File: src/rtl/lkv_pkg.sv
// Package for the LRU key-value cache: widths, codes, defaults and shared types.
package lkv_pkg;

  localparam int MAX_ENTRIES_DEF = 16;
  localparam int KEY_W = 32;
  localparam int VAL_W = 32;
  localparam int CAP_W = 5;
  localparam logic [CAP_W-1:0] CAP_RESET = 5'd16;
  localparam logic [VAL_W-1:0] MISS_VALUE = '1;

  typedef enum logic {
    FUNC_GET = 1'b0,
    FUNC_PUT = 1'b1
  } func_t;

  typedef struct packed {
    logic [KEY_W-1:0] key;
    logic [VAL_W-1:0] value;
  } ent_t;

  typedef struct packed {
    logic shift_hit;
    logic shift_all;
    logic set_valid;
  } cell_ctrl_t;

endpackage

File: src/rtl/lru_key_value_cache_core.sv
// Top level of the LRU key-value cache: request handling, occupancy and the cell chain.
// Response: a get returns its word in the cycle after acceptance, from the output register.
// Throughput: one request per cycle while the response side drains; a put yields no word.
// Lookup, recency shift and insert complete in the acceptance cycle over the cell chain.
// Reset: all valid flags and occupancy clear at once, capacity returns to 16.
// Stored keys and values are not reset and are read only through valid flags.
module lru_key_value_cache_core
  import lkv_pkg::*;
#(
  parameter int MAX_ENTRIES = MAX_ENTRIES_DEF
) (
  input  logic             clk,
  input  logic             rst,
  input  logic             cfg_we,
  input  logic [CAP_W-1:0] cfg_wdata,
  input  logic             req_valid,
  output logic             req_ready,
  input  logic             func,
  input  logic [KEY_W-1:0] key,
  input  logic [VAL_W-1:0] value,
  output logic             rsp_valid,
  input  logic             rsp_ready,
  output logic             hit,
  output logic [VAL_W-1:0] read_value
);

  localparam int OW = $clog2(MAX_ENTRIES + 1);

  logic [CAP_W-1:0] capacity;
  logic [OW-1:0]    occupancy;
  logic [OW-1:0]    occupancy_next;
  logic [OW-1:0]    eff_cap;
  logic [OW-1:0]    occ_trim;

  ent_t             link_ent  [MAX_ENTRIES+1];
  logic             link_seen [MAX_ENTRIES+1];
  logic [VAL_W-1:0] link_sel  [MAX_ENTRIES+1];
  logic [MAX_ENTRIES-1:0] valid_vec;

  logic       acc;
  logic       found;
  logic       is_get;
  cell_ctrl_t ctrl;

  assign req_ready = !rsp_valid || rsp_ready;
  assign acc       = req_valid && req_ready;
  assign is_get    = (func_t'(func) == FUNC_GET);
  assign found     = link_seen[MAX_ENTRIES];

  always_comb begin
    if (capacity == '0) begin
      eff_cap = OW'(1);
    end else if (32'(capacity) > 32'(MAX_ENTRIES)) begin
      eff_cap = OW'(MAX_ENTRIES);
    end else begin
      eff_cap = OW'(capacity);
    end
    occ_trim       = (occupancy >= eff_cap) ? (eff_cap - OW'(1)) : occupancy;
    occupancy_next = occ_trim + OW'(1);
  end

  always_comb begin
    ctrl.shift_hit = acc && found;
    ctrl.shift_all = acc && !found && !is_get;
    ctrl.set_valid = ctrl.shift_all;
  end

  assign link_ent[0].key   = key;
  assign link_ent[0].value = is_get ? link_sel[MAX_ENTRIES] : value;
  assign link_seen[0]      = 1'b0;
  assign link_sel[0]       = MISS_VALUE;

  for (genvar i = 0; i < MAX_ENTRIES; i++) begin : g_cell
    lkv_cell #(
      .IDX (i),
      .OW  (OW)
    ) u_cell (
      .clk        (clk),
      .rst        (rst),
      .ctrl       (ctrl),
      .new_occ    (occupancy_next),
      .lookup_key (key),
      .prev_ent   (link_ent[i]),
      .prev_seen  (link_seen[i]),
      .prev_sel   (link_sel[i]),
      .ent        (link_ent[i+1]),
      .seen       (link_seen[i+1]),
      .sel        (link_sel[i+1]),
      .valid      (valid_vec[i])
    );
  end

  always_ff @(posedge clk) begin
    if (rst) begin
      capacity <= CAP_RESET;
    end else if (cfg_we) begin
      capacity <= cfg_wdata;
    end
  end

  always_ff @(posedge clk) begin
    if (rst) begin
      occupancy <= '0;
    end else if (ctrl.set_valid) begin
      occupancy <= occupancy_next;
    end
  end

  always_ff @(posedge clk) begin
    if (rst) begin
      rsp_valid <= 1'b0;
    end else if (acc && is_get) begin
      rsp_valid <= 1'b1;
    end else if (rsp_ready) begin
      rsp_valid <= 1'b0;
    end
  end

  always_ff @(posedge clk) begin
    if (acc && is_get) begin
      hit        <= found;
      read_value <= link_sel[MAX_ENTRIES];
    end
  end

  // thermometer of occupancy, for checking only
  logic [MAX_ENTRIES-1:0] occ_therm;
  always_comb begin
    for (int j = 0; j < MAX_ENTRIES; j++) begin
      occ_therm[j] = (OW'(j) < occupancy);
    end
  end

  a_occ_max: assert property (@(posedge clk) disable iff (rst)
    32'(occupancy) <= 32'(MAX_ENTRIES))
    else $error("occupancy above entry count");

  a_valid_therm: assert property (@(posedge clk) disable iff (rst)
    valid_vec == occ_therm)
    else $error("valid flags not contiguous with occupancy");

  a_insert_occ: assert property (@(posedge clk) disable iff (rst)
    ctrl.set_valid |=> (occupancy != '0) && valid_vec[0])
    else $error("insert left store empty");

  a_get_rsp: assert property (@(posedge clk) disable iff (rst)
    (acc && is_get) |=> rsp_valid)
    else $error("get produced no response");

  a_hit_nonempty: assert property (@(posedge clk) disable iff (rst)
    (acc && found) |-> (occupancy != '0))
    else $error("hit on empty store");

endmodule

File: src/rtl/lkv_cell.sv
// One cache slot: stored entry, valid flag, key compare and recency shift.
module lkv_cell
  import lkv_pkg::*;
#(
  parameter int IDX = 0,
  parameter int OW = 5
) (
  input  logic             clk,
  input  logic             rst,
  input  cell_ctrl_t       ctrl,
  input  logic [OW-1:0]    new_occ,
  input  logic [KEY_W-1:0] lookup_key,
  input  ent_t             prev_ent,
  input  logic             prev_seen,
  input  logic [VAL_W-1:0] prev_sel,
  output ent_t             ent,
  output logic             seen,
  output logic [VAL_W-1:0] sel,
  output logic             valid
);

  logic match;
  logic shift;

  assign match = valid && (ent.key == lookup_key);
  assign seen  = prev_seen | match;
  assign sel   = (!prev_seen && match) ? ent.value : prev_sel;
  assign shift = ctrl.shift_all | (ctrl.shift_hit & ~prev_seen);

  always_ff @(posedge clk) begin
    if (shift) begin
      ent <= prev_ent;
    end
  end

  always_ff @(posedge clk) begin
    if (rst) begin
      valid <= 1'b0;
    end else if (ctrl.set_valid) begin
      valid <= (OW'(IDX) < new_occ);
    end
  end

endmodule
File: config.mk
export PLATFORM = sky130hd
export DESIGN_NAME = lru_key_value_cache_core
export DESIGN_NICKNAME = d
export VERILOG_FILES = /design/src/rtl/lkv_pkg.sv /design/src/rtl/lru_key_value_cache_core.sv /design/src/rtl/lkv_cell.sv
export SDC_FILE = /design/constraint.sdc
export NUM_CORES = 1
export LEC_CHECK = 0
export BUFFER_PORTS_ARGS = -buffer_cell sky130_fd_sc_hd__buf_2
export CORE_MARGIN = 2
export CORE_UTILIZATION = 45
export DETAILED_ROUTE_END_ITERATION = 8
export GPL_TIMING_DRIVEN = 0
export PLACE_DENSITY_LB_ADDON = 0.3
export SKIP_LAST_GASP = 1
export SYNTH_ARGS = -nofsm -noshare
export SYNTH_HDL_FRONTEND = slang
export SYNTH_SLANG_ARGS = --single-unit
export TNS_END_PERCENT = 100
File: constraint.sdc
create_clock -name clk -period 12.93 [get_ports clk]
set_clock_uncertainty 0.1 [all_clocks]
set_input_delay 1.293 -clock clk [delete_from_list [all_inputs] [get_ports clk]]
set_output_delay 1.293 -clock clk [all_outputs]
set_load 0.05 [all_outputs]
==> run metrics <==
cell accounting for the most synthesized area=edfxtp_1; Worst-path clk slew=0.06 ns; main combinational cell family by area after synthesis=XOR/XNOR gates; core area=100000 µm²; Compound-Gate Fraction of Synth Area=7.19%; crit-path cells=buf_2 > buf_4 > xor2_1 > nor4_1 > nand4_1 > nor3_2 > or3_1 > buf_2 > or3_1 > buf_4 > nor4_1 > nor2_4 > nor3b_2 > buf_6 > buf_6 > buf_6; max_cap viols=0; setup TNS=0 ns; Detailed Route WL=120000 µm; mux contribution to synthesized area=0.903%; Comb pwr share=6.1%; share of cells above drive strength 1=13.5%; Final nets=3372; dpl ws=6.32 ns; GR Overflow Total=0; register area share after synthesis=70.9%; Net Count, Synth=3108; fin. max-slew vios=0; most used cell, CP=buf_6; status=complete, no violations; Mean Syn Cell Area=15.0 µm²; most frequent cells in the layout=1057 x edfxtp_1, 256 x xnor2_1, 254 x xor2_1, 175 x nand2_1, 137 x buf_2; Post-synth EDFFs=1057; Post-Syn Instances=3026; worst reg2reg path depth=14; Synth-to-Final Area Change=14.0%; Final Hold Viols=0; CTS Hold Buffers Added=0; Post-synth top flop=edfxtp_1; fin crit share=46.3%; clock share of power=40.0%; CP top delay family=simple AND/OR/NAND/NOR gates; Ys Warns=0; CTS tree=done; crit-path max FO=12; Crit-path slowest cell=nor3_2; Detail Placement HPWL=90100 µm; Max VDD drop=0.0984 mV; worst skew pair latency=0.69 ns; Post-Synth XOR/XNOR Area=9.82%; Initial Util=45.4%; share of the synthesized area in the top cell type=69.8%; startpoint type of the worst setup path=primary input; first-pass GRT wire length=175000 µm; post-synthesis simple-gate area fraction=7.83%; Starting DRT DRC Count=3703; Vias=27.2k; Buf/Inv on CP=7; CTS root buffer=clkbuf_16; Die H=322 µm; Static Leak=17.5 nW; Die W=322 µm; Worst-Margin Slew=1.17 ns; initial antenna violation count=1; Clock Sinks=1083; Worst Setup Path Type=primary input to flip-flop; H-tree Lvls=3; CP Data Arrival Time=6.28 ns; final setup margin=6.94 ns; Tmin final=5.99 ns; Rel. slew slack=21.1%; total CTS buffers=108; RSZ-0062 raised after global routing=no; Worst path depth=16; sequential power share=53.9%; switching power=1.73 mW; WP data required=13.22 ns; gr usage total=23.0%; ys async rst share=0%; Mapped Area=45500 µm²; Synth Area in Adders=0.193%; flops & latches, synth=1083; drt drc=0; IO buf count=107; internal power=5.89 mW; hold path cells=0; Post-DRT Antenna Nets=0; Setup Fix Bufs, Post-CTS=0; crit-path max cell delay=0.87 ns; setup violators final=0; Placer Congestion=0.870; n_diodes=0; fmax=167 MHz; vias in the first global route=26.6k; Min-Delay Path Class=flip-flop to flip-flop; vias per inst=5.81; Power per Cell Area=147 nW/µm²; DRT Pass-1 Iters=8; Crit. End Element=flip-flop; largest net degree at the start of global routing=65; die area=104000 µm²; post-cts sizing count=0; hold_ws=0.334 ns; top area cells in the synthesized netlist=edfxtp_1 70%, xnor2_1 4.9%, xor2_1 4.9%; most common cell after layout, fill and taps aside=edfxtp_1; Distinct cells, synth=77; WL per Instance=25.6 µm; Core Rows=116; Clock Tree Buf Depth=3; switching share of power=22.7%; top-level I/O count=110
cells in the mapped netlist (all sizes together), types with 14 or more instances:
library cell and instances:
clkbuf 94, nand3 30, a31oi 58, nand2 177, a21oi 102, nand4 98, and3 32, nor2b 34
nor2 119, o21ai 41, nor3 38, dfxtp 26, xor2 254, a41o 29, o211ai 31, a41oi 29
nor4 100, a221oi 14, inv 65, buf 109, mux2i 41, o32ai 30, edfxtp 1057, xnor2 256
a22oi 31, a222oi 32
power by group through the flow:
| stage | registers (mW) | clock network (mW) | logic (mW) |
|---|---|---|---|
| 6_report | 4.10 | 3.05 | 0.463 |
| 5_1_grt | 4.12 | 3.21 | 0.496 |
| 4_1_cts | 4.10 | 3.08 | 0.464 |
| 3_5_place_dp | 4.17 | 0 | 0.462 |
| 3_3_place_gp | 4.20 | 0 | 0.426 |
| 2_1_floorplan | 4.16 | 0 | 0.285 |
flip-flops by register name (all words and copies together) (netlist names):
register / flops
g_cell.u_cell.ent: 1024
read_value: 32
g_cell.u_cell.valid: 15
hit: 1
occupancy: 5
rsp_valid: 1
capacity: 5
worst reg2reg max path: cells and delay by family, from the launching register on:
family,cells,cell delay (ns)
xor gates and xnor gates,1,0.17
buffers and inverters,5,1.02
DFF,1,0.43
and+or+nand+nor,8,3.50
layout make-up:
cell class              instances  area (µm²)
well taps                    1298        1620
clock inverters                71         548
flip-flops and latches       1083       32300
plain buffers                 203        1170
inverters                      65         246
multi-input cells            1675       11900
fillers                      8263       48300
clock buffers                 132        2840
repair buffers                154        1240
stage by stage:
step / power, mW / util (%) / area [µm²] / std cells
finish: 7.61 / 51.8 / 51800 / 4681
global route: 7.82 / 51.8 / 51800 / 4681
CTS: 7.65 / 51.8 / 51800 / 4681
floorplan: 4.44 / - / 45500 / 3026
global placement: 4.63 / 47.6 / 47600 / 4431
detailed placement: 4.64 / 48.4 / 48400 / 4478
metal layers:
layer / wire length [µm] / track usage, %
met1: 50600 / 32.1
met2: 56200 / 36.6
met3: 9010 / 3.52
met4: 4100 / 8.06
met5: 0 / 0
kinds of logic (layout without fill, tap and decap cells):
logic type	after synthesis	after routing
adder cells (fa/ha/maj)	7	7
XOR/XNOR	510	510
multiplexers	41	41
flip-flops	1083	1083
buffers and inverters	268	625
AO/OA/AOI/OAI	440	440
AND/OR/NAND/NOR	677	677
path summary, 6_finish.rpt:
| kind | endpoint | slack [ns] | start |
|---|---|---|---|
| worst max-delay path | g_cell[4].u_cell.ent[47]$_DFFE_PP_ | 6.94 | key[22] |
| worst min-delay path | g_cell[3].u_cell.ent[29]$_DFFE_PP_ | 0.33 | g_cell[2].u_cell.ent[29]$_DFFE_PP_ |
| worst min register to register | g_cell[3].u_cell.ent[29]$_DFFE_PP_ | 0.33 | g_cell[2].u_cell.ent[29]$_DFFE_PP_ |
| worst max register to register | g_cell[4].u_cell.ent[47]$_DFFE_PP_ | 7.43 | g_cell[3].u_cell.ent[54]$_DFFE_PP_ |
Note: power is estimated with default switching activity, not from simulation.
